[src/hw/rtl/ostt_pkg.sv]
// ----------------------------------------------------------------------------
// ostt_pkg
// Shared constants, codes and control types for the one-shot timer table.
// ----------------------------------------------------------------------------
`default_nettype none

package ostt_pkg;

  localparam int SLOT_COUNT = 64;
  localparam int IDX_W      = (SLOT_COUNT > 1) ? $clog2(SLOT_COUNT) : 1;
  localparam int ID_W       = 6;
  localparam int DATA_W     = 32;
  localparam int MODE_W     = 2;
  localparam int STATUS_W   = 3;

  localparam logic [DATA_W-1:0] MIN_INTERVAL_RESET = DATA_W'(10);

  typedef enum logic [MODE_W-1:0] {
    MODE_SET   = 2'd0,
    MODE_CLEAR = 2'd1,
    MODE_POLL  = 2'd2
  } mode_t;

  typedef enum logic [STATUS_W-1:0] {
    ST_SET_OK  = 3'd0,
    ST_FULL    = 3'd1,
    ST_CLEARED = 3'd2,
    ST_EXPIRED = 3'd3,
    ST_NONE    = 3'd4
  } status_t;

  typedef enum logic [2:0] {
    S_IDLE,
    S_SET,
    S_CLEAR,
    S_POLL,
    S_POLL_TAIL,
    S_POLL_END
  } state_t;

  typedef struct packed {
    logic load;
    logic set_step;
    logic clear_do;
    logic poll_issue;
    logic poll_end;
  } cmd_t;

  typedef struct packed {
    logic cur_free;
    logic idx_last;
  } stat_t;

endpackage

`default_nettype wire

[src/hw/rtl/ostt_ctrl.sv]
// ----------------------------------------------------------------------------
// ostt_ctrl
// Sequencer for the timer table: decodes the item mode and steps the scan.
// ----------------------------------------------------------------------------
`default_nettype none

module ostt_ctrl (
  input  wire logic                       clk,
  input  wire logic                       rst,
  input  wire logic                       start,
  input  wire logic [ostt_pkg::MODE_W-1:0] mode,
  input  wire ostt_pkg::stat_t            stat,
  output logic                            busy,
  output ostt_pkg::cmd_t                  cmd
);

  ostt_pkg::state_t state;
  ostt_pkg::state_t state_next;

  always_ff @(posedge clk) begin
    if (rst) begin
      state <= ostt_pkg::S_IDLE;
    end else begin
      state <= state_next;
    end
  end

  always_comb begin
    state_next = state;
    case (state)
      ostt_pkg::S_IDLE: begin
        if (start) begin
          case (ostt_pkg::mode_t'(mode))
            ostt_pkg::MODE_SET:   state_next = ostt_pkg::S_SET;
            ostt_pkg::MODE_CLEAR: state_next = ostt_pkg::S_CLEAR;
            ostt_pkg::MODE_POLL:  state_next = ostt_pkg::S_POLL;
            default:              state_next = ostt_pkg::S_IDLE;
          endcase
        end
      end
      ostt_pkg::S_SET: begin
        if (stat.cur_free || stat.idx_last) begin
          state_next = ostt_pkg::S_IDLE;
        end
      end
      ostt_pkg::S_CLEAR:     state_next = ostt_pkg::S_IDLE;
      ostt_pkg::S_POLL: begin
        if (stat.idx_last) begin
          state_next = ostt_pkg::S_POLL_TAIL;
        end
      end
      // last read still in the compare stage
      ostt_pkg::S_POLL_TAIL: state_next = ostt_pkg::S_POLL_END;
      ostt_pkg::S_POLL_END:  state_next = ostt_pkg::S_IDLE;
      default:               state_next = ostt_pkg::S_IDLE;
    endcase
  end

  always_comb begin
    cmd  = '0;
    busy = 1'b1;
    case (state)
      ostt_pkg::S_IDLE: begin
        busy     = 1'b0;
        cmd.load = start;
      end
      ostt_pkg::S_SET:       cmd.set_step   = 1'b1;
      ostt_pkg::S_CLEAR:     cmd.clear_do   = 1'b1;
      ostt_pkg::S_POLL:      cmd.poll_issue = 1'b1;
      ostt_pkg::S_POLL_TAIL: cmd            = '0;
      ostt_pkg::S_POLL_END:  cmd.poll_end   = 1'b1;
      default:               cmd            = '0;
    endcase
  end

endmodule

`default_nettype wire

[src/hw/rtl/ostt_dp.sv]
// ----------------------------------------------------------------------------
// ostt_dp
// Datapath: slot valid bits, deadline memory, scan counter, compare stage
// and the registered result port.
// ----------------------------------------------------------------------------
`default_nettype none

module ostt_dp (
  input  wire logic                          clk,
  input  wire logic                          rst,
  input  wire ostt_pkg::cmd_t                cmd,
  output ostt_pkg::stat_t                    stat,
  input  wire logic [ostt_pkg::DATA_W-1:0]   interval,
  input  wire logic [ostt_pkg::ID_W-1:0]     slot_id,
  input  wire logic [ostt_pkg::DATA_W-1:0]   now_ms,
  input  wire logic                          cfg_we,
  input  wire logic [ostt_pkg::DATA_W-1:0]   cfg_data,
  output logic                               result_strobe,
  output logic [ostt_pkg::STATUS_W-1:0]      status,
  output logic [ostt_pkg::ID_W-1:0]          slot,
  output logic                               last
);

  localparam logic [ostt_pkg::IDX_W-1:0] IDX_END = ostt_pkg::IDX_W'(ostt_pkg::SLOT_COUNT - 1);

  logic [ostt_pkg::DATA_W-1:0]     min_interval;
  logic [ostt_pkg::SLOT_COUNT-1:0] valid;
  logic [ostt_pkg::DATA_W-1:0]     deadline_mem [ostt_pkg::SLOT_COUNT];

  logic [ostt_pkg::DATA_W-1:0] now_r;
  logic [ostt_pkg::DATA_W-1:0] eff_r;
  logic [ostt_pkg::ID_W-1:0]   slot_id_r;
  logic [ostt_pkg::IDX_W-1:0]  idx;

  // compare stage
  logic                        p_act;
  logic                        p_valid;
  logic [ostt_pkg::IDX_W-1:0]  p_idx;
  logic [ostt_pkg::DATA_W-1:0] rd_data;
  logic                        hit;

  // expired slot held back until we know whether another follows
  logic                        pend_v;
  logic [ostt_pkg::IDX_W-1:0]  pend_idx;

  logic                        clr_in_range;
  logic                        emit_v;
  ostt_pkg::status_t           emit_status;
  logic [ostt_pkg::ID_W-1:0]   emit_slot;
  logic                        emit_last;

  assign stat.cur_free = ~valid[idx];
  assign stat.idx_last = (idx == IDX_END);

  assign hit          = p_act && p_valid && (rd_data <= now_r);
  assign clr_in_range = ({1'b0, slot_id_r} < (ostt_pkg::ID_W + 1)'(ostt_pkg::SLOT_COUNT));

  always_ff @(posedge clk) begin
    if (rst) begin
      min_interval <= ostt_pkg::MIN_INTERVAL_RESET;
    end else if (cfg_we) begin
      min_interval <= cfg_data;
    end
  end

  always_ff @(posedge clk) begin
    if (cmd.load) begin
      now_r     <= now_ms;
      eff_r     <= (interval < min_interval) ? min_interval : interval;
      slot_id_r <= slot_id;
    end
  end

  always_ff @(posedge clk) begin
    if (rst) begin
      idx <= '0;
    end else if (cmd.load) begin
      idx <= '0;
    end else if ((cmd.poll_issue || (cmd.set_step && !stat.cur_free)) && !stat.idx_last) begin
      idx <= idx + 1'b1;
    end
  end

  always_ff @(posedge clk) begin
    if (rst) begin
      valid <= '0;
    end else begin
      if (cmd.set_step && stat.cur_free) begin
        valid[idx] <= 1'b1;
      end
      if (cmd.clear_do && clr_in_range) begin
        valid[slot_id_r[ostt_pkg::IDX_W-1:0]] <= 1'b0;
      end
      if (hit) begin
        valid[p_idx] <= 1'b0;
      end
    end
  end

  always_ff @(posedge clk) begin
    if (cmd.set_step && stat.cur_free) begin
      deadline_mem[idx] <= now_r + eff_r;
    end
  end

  always_ff @(posedge clk) begin
    rd_data <= deadline_mem[idx];
    p_idx   <= idx;
    p_valid <= valid[idx];
  end

  always_ff @(posedge clk) begin
    if (rst) begin
      p_act <= 1'b0;
    end else begin
      p_act <= cmd.poll_issue;
    end
  end

  always_ff @(posedge clk) begin
    if (rst) begin
      pend_v <= 1'b0;
    end else if (cmd.load) begin
      pend_v <= 1'b0;
    end else if (hit) begin
      pend_v <= 1'b1;
    end
  end

  always_ff @(posedge clk) begin
    if (hit) begin
      pend_idx <= p_idx;
    end
  end

  always_comb begin
    emit_v      = 1'b0;
    emit_status = ostt_pkg::ST_SET_OK;
    emit_slot   = '0;
    emit_last   = 1'b1;
    if (cmd.set_step && stat.cur_free) begin
      emit_v    = 1'b1;
      emit_slot = ostt_pkg::ID_W'(idx);
    end else if (cmd.set_step && stat.idx_last) begin
      emit_v      = 1'b1;
      emit_status = ostt_pkg::ST_FULL;
    end else if (cmd.clear_do) begin
      emit_v      = 1'b1;
      emit_status = ostt_pkg::ST_CLEARED;
      emit_slot   = slot_id_r;
    end else if (hit && pend_v) begin
      emit_v      = 1'b1;
      emit_status = ostt_pkg::ST_EXPIRED;
      emit_slot   = ostt_pkg::ID_W'(pend_idx);
      emit_last   = 1'b0;
    end else if (cmd.poll_end) begin
      emit_v = 1'b1;
      if (pend_v) begin
        emit_status = ostt_pkg::ST_EXPIRED;
        emit_slot   = ostt_pkg::ID_W'(pend_idx);
      end else begin
        emit_status = ostt_pkg::ST_NONE;
      end
    end
  end

  always_ff @(posedge clk) begin
    if (rst) begin
      result_strobe <= 1'b0;
    end else begin
      result_strobe <= emit_v;
    end
  end

  always_ff @(posedge clk) begin
    status <= emit_status;
    slot   <= emit_slot;
    last   <= emit_last;
  end

endmodule

`default_nettype wire

[src/hw/rtl/one_shot_timer_table.sv]
// ----------------------------------------------------------------------------
// one_shot_timer_table
// Table of one-shot millisecond timer slots with set, clear and expiry poll.
// ----------------------------------------------------------------------------
// An item is taken when start is high and busy is low. mode 0 sets a timer in
// the lowest free slot (deadline now_ms plus interval, raised to min_interval),
// mode 1 frees slot_id, mode 2 polls every slot and reports each expired one,
// mode 3 is ignored and returns no result.
// Results appear for one cycle with result_strobe high; last marks the final
// result of an item. The receiver cannot stall, so results are never held.
// A set scans from slot 0 to the first free slot; a poll walks every slot
// through the single read port of the deadline memory, one slot a cycle.
// busy drops in the cycle the final result is out, so the next item can be
// taken at the edge that accepts that result.
// Expired results of a poll come out in slot order, each one in the cycle after
// the next hit is found; the final one at the end of the scan.
// min_interval is written on the cfg channel (always ready); the user must
// write it only while idle, which the block itself does not enforce.
// Reset frees every slot and sets min_interval to 10; no clearing pass.
// ----------------------------------------------------------------------------
`default_nettype none

module one_shot_timer_table (
  input  wire logic                           clk,
  input  wire logic                           rst,
  input  wire logic                           start,
  output logic                                busy,
  input  wire logic [ostt_pkg::MODE_W-1:0]    mode,
  input  wire logic [ostt_pkg::DATA_W-1:0]    interval,
  input  wire logic [ostt_pkg::ID_W-1:0]      slot_id,
  input  wire logic [ostt_pkg::DATA_W-1:0]    now_ms,
  input  wire logic                           cfg_valid,
  output logic                                cfg_ready,
  input  wire logic [ostt_pkg::DATA_W-1:0]    cfg_data,
  output logic                                result_strobe,
  output logic [ostt_pkg::STATUS_W-1:0]       status,
  output logic [ostt_pkg::ID_W-1:0]           slot,
  output logic                                last
);

  ostt_pkg::cmd_t  cmd;
  ostt_pkg::stat_t stat;

  assign cfg_ready = 1'b1;

  ostt_ctrl u_ctrl (
    .clk   (clk),
    .rst   (rst),
    .start (start),
    .mode  (mode),
    .stat  (stat),
    .busy  (busy),
    .cmd   (cmd)
  );

  ostt_dp u_dp (
    .clk           (clk),
    .rst           (rst),
    .cmd           (cmd),
    .stat          (stat),
    .interval      (interval),
    .slot_id       (slot_id),
    .now_ms        (now_ms),
    .cfg_we        (cfg_valid & cfg_ready),
    .cfg_data      (cfg_data),
    .result_strobe (result_strobe),
    .status        (status),
    .slot          (slot),
    .last          (last)
  );

endmodule

`default_nettype wire

[config.mk]
export PLATFORM = sky130hd
export DESIGN_NAME = one_shot_timer_table
export DESIGN_NICKNAME = d
export VERILOG_FILES = /design/src/hw/rtl/ostt_pkg.sv /design/src/hw/rtl/ostt_ctrl.sv /design/src/hw/rtl/ostt_dp.sv /design/src/hw/rtl/one_shot_timer_table.sv
export SDC_FILE = /design/constraint.sdc
export NUM_CORES = 2
export LEC_CHECK = 0
export BUFFER_PORTS_ARGS = -buffer_cell sky130_fd_sc_hd__buf_2
export CORE_MARGIN = 2
export CORE_UTILIZATION = 55
export DETAILED_ROUTE_END_ITERATION = 6
export PLACE_DENSITY_LB_ADDON = 0.12
export SLEW_MARGIN = 15
export SYNTH_ARGS = -nofsm -noshare
export SYNTH_HDL_FRONTEND = slang
export SYNTH_SLANG_ARGS = --single-unit
[constraint.sdc]
create_clock -name clk -period 9.1 [get_ports clk]
set_input_delay 0.455 -clock clk [delete_from_list [all_inputs] [get_ports clk]]
set_output_delay 0.455 -clock clk [all_outputs]
set_load 0.05 [all_outputs]
==> metrics.cfg <==
[outcome]
status = finished clean

[global_routing]
antenna_found_initial = 12
grt_pass1_wl_um = 364000
grt_usage_pct = 32.2
grt_pass1_vias = 48983
grt-ovfl-total = 0
grt_max_degree = 106

[timing]
relSlewSlack_pct = 18.4
skew_ns = 0.0368
slew_violations = 0
fin_tns_setup_ns = 0
period_share_pct = 55.1
max_freq_mhz = 199
hold_violations = 0
finalCriticalPeriod_ns = 5.01
finalSetupViolCount = 0
tightest_slew_ns = 1.22
rsz0062_at_grt = no

[layout]
areaGrowthSynthToFinish_pct = 14.2
seq_area_mm2 = 0.0669
fin_nets = 5514
final_common_cell = edfxtp_1
fin_cells = 7556
drive_gt1_share_pct = 14.9
layout_common_cells = edfxtp_1, a22oi_1, clkbuf_16
fillers = 10916
multi_input_area_mm2 = 0.0183

[setup_path]
critPathSlowestCell = nor3_4
cpLargestDelayFamily = simple AND/OR/NAND/NOR gates
path_cells = buf_4 -> mux4_2 -> mux2i_1 -> o22ai_1 -> and4bb_2 -> nand4b_4 -> buf_12 -> nor3_4 -> buf_4
timing.rr.end = u_dp.deadline_mem[58][23]
cp-end-kind = register
cp_max_fo = 65
critPathBufInv = 3
cp-start-kind = register
reg2reg_depth = 9
timing.rr.start = u_dp.idx[1]
crit_top_cell = buf_4
path_class = register to register
worstPathRequired_ns = 9.59
cpPeakStageDelay_ns = 0.84
cp.arrival_ns = 5.51
r2r_setup_slack_ns = 4.09

[clocking]
cts_tree = done
postCtsSetupBuffers = 0
hold_buffers = 133
cts_buffer_depth = 3
clock_latency_ns = 0.86
cts-root-buf = clkbuf_16
cts-htree-levels = 4
numCtsBuffers = 219
clkSinkCount = 2281
cts_resized = 0
clk_pin_slew_ns = 0.06

[route]
met2_length_um = 120000
drt_first_iter_violations = 7039
route.met3.wl_um = 25000
vias = 51609
totalWireLength_um = 259000
dr.pass1.iters = 6
drc = 0
routed.top_layer = met5
vias_per_cell = 6.83
ant_nets = 0
wl_per_cell_um = 34.3
drt-met1-wl_um = 101000

[die]
die_w_um = 400
die_y_um = 400
core_area_mm2 = 0.156
rows = 145
io_pins = 121
die_area_mm2 = 0.160
start_util_pct = 55.2

[synthesis]
synth-simple-area-share_pct = 3.42
synth_flop_cell = edfxtp_1
async_flop_share_pct = 0
synthMuxAreaShare_pct = 1.20
synth_top_family_by_area = compound AO/OA/AOI/OAI gates
syn_area_mm2 = 0.0861
seq_area_frac_synth_pct = 77.7
synth_area_leader_cell = edfxtp_1
synth_compound_area_share_pct = 14.0
syn_nets = 5197
synth_top_cell_area_share_pct = 74.1
synth-xor-area-share_pct = 0.265
yosys_warnings = 0
postSynthAreaPerCell_um2 = 17.2
netlist_top_cells_area = edfxtp_1, a22oi_1, dfxtp_1
synth_edf_count = 2124
synth_cell_type_count = 76
ys_seq_elements = 2281
synthAdderAreaFrac_pct = 1.43
synth_cells = 4991

[min_path]
min-delay-start = mode[1]
holdPathEnd = u_ctrl.state[1]
hold-path-cell-count = 5
hold_class = input port to register

[flow_run]
cap_violations = 0

[pwr]
peakVddDrop_v = 0.000220
p_leak_nw = 31.9
power.density_mw_per_mm2 = 237

[place]
io_buffer_count = 119
hpwl_um = 149000
gp_congestion = 0.963
dp_cells = 7012

-- cells in the mapped netlist (65+ instances only) --
| cell type | n |
|---|---|
| nor3_2 | 67 |
| a22o_1 | 136 |
| nor2_1 | 78 |
| nand4_1 | 78 |
| inv_1 | 81 |
| buf_2 | 96 |
| a41oi_1 | 71 |
| a31oi_1 | 129 |
| ha_1 | 97 |
| edfxtp_1 | 2124 |
| a22oi_1 | 761 |
| a221oi_1 | 137 |
| clkbuf_1 | 154 |
| buf_1 | 65 |
| a21oi_1 | 172 |
| nand3_1 | 70 |
| dfxtp_1 | 157 |
-- registers in the layout (all words and copies together) (netlist names), 3 cells and up --
name and cells:
u_dp.eff_r 32, u_dp.pend_idx 6, u_dp.rd_data 32, u_dp.now_r 32
u_dp.deadline_mem 2048, u_dp.min_interval 32, u_ctrl.state 3, u_dp.slot_id_r 6
u_dp.status 3, u_dp.valid 64, u_dp.slot 6, u_dp.p_idx 6
u_dp.idx 6
-- per-stage QoR --
stage	util (%)	power, W	area, µm²	setup WS, ns	hold slack [ns]
final	63.1	0.0233	98300	4.09	0.290
after global routing	63.1	0.0239	98300	3.95	0.283
after CTS	63.1	0.0234	98300	4.18	0.221
after detailed placement	57.8	0.0147	90100	4.20	0.447
after global placement	57.8	0.0147	90100	4.31	0.412
after floorplan	-	0.0137	86100	2.17	0.326
-- cell families after synthesis --
logic type | Yosys count
other | 1
adder cells (fa/ha/maj) | 98
multiplexers | 89
XOR/XNOR | 26
AO/OA/AOI/OAI | 1595
buffers and inverters | 407
AND/OR/NAND/NOR | 494
flip-flops | 2281
-- metal layers --
metal	GRT usage (%)	vias up
li1	-	21554
met1	44.8	26536
met2	49.5	3003
met3	6.47	502
met4	14.8	14
met5	0	-
-- report_power, final --
part	total [W]	leakage, nW	internal (W)	switching, W
clock network	0.00876	3.37	0.00488	0.00388
registers	0.0126	20.4	0.0125	0.0000570
logic	0.00203	8.11	0.000359	0.00167
total	0.0233	31.9	0.0177	0.00560
-- worst max path at each step --
stage / to / startpoint / depth (start not counted) / slack (ns)
after global placement: u_dp.deadline_mem[51][30] / u_dp.idx[0] / 9 / 4.31
final: u_dp.deadline_mem[58][23] / u_dp.idx[1] / 9 / 4.09
after floorplan: u_dp.deadline_mem[0][12] / u_dp.now_r[0] / 11 / 2.17
after detailed placement: u_dp.deadline_mem[34][30] / u_dp.idx[1] / 9 / 4.20
after CTS: u_dp.deadline_mem[51][29] / u_dp.idx[1] / 9 / 4.18
after global routing: u_dp.deadline_mem[51][29] / u_dp.idx[1] / 9 / 3.95
-- layout make-up --
type,instances,share of cell area [%]
antenna,5,0.0127
clock buffer,289,6.03
clock inverter,117,0.947
inverter,82,0.314
multi-input combinational,2303,18.6
sequential,2281,68.1
tap,2058,2.62
timing repair buffer,421,3.39
-- worst register-to-register path: stages, from the launching register on --
cell,delay [ns]
dfxtp_1,0.47
buf_4,0.41
mux4_2,0.56
mux2i_1,0.24
o22ai_1,0.10
and4bb_2,0.39
nand4b_4,0.48
buf_12,0.45
nor3_4,1.04
buf_4,0.50
No activity file was read; power rests on OpenSTA's default activity.
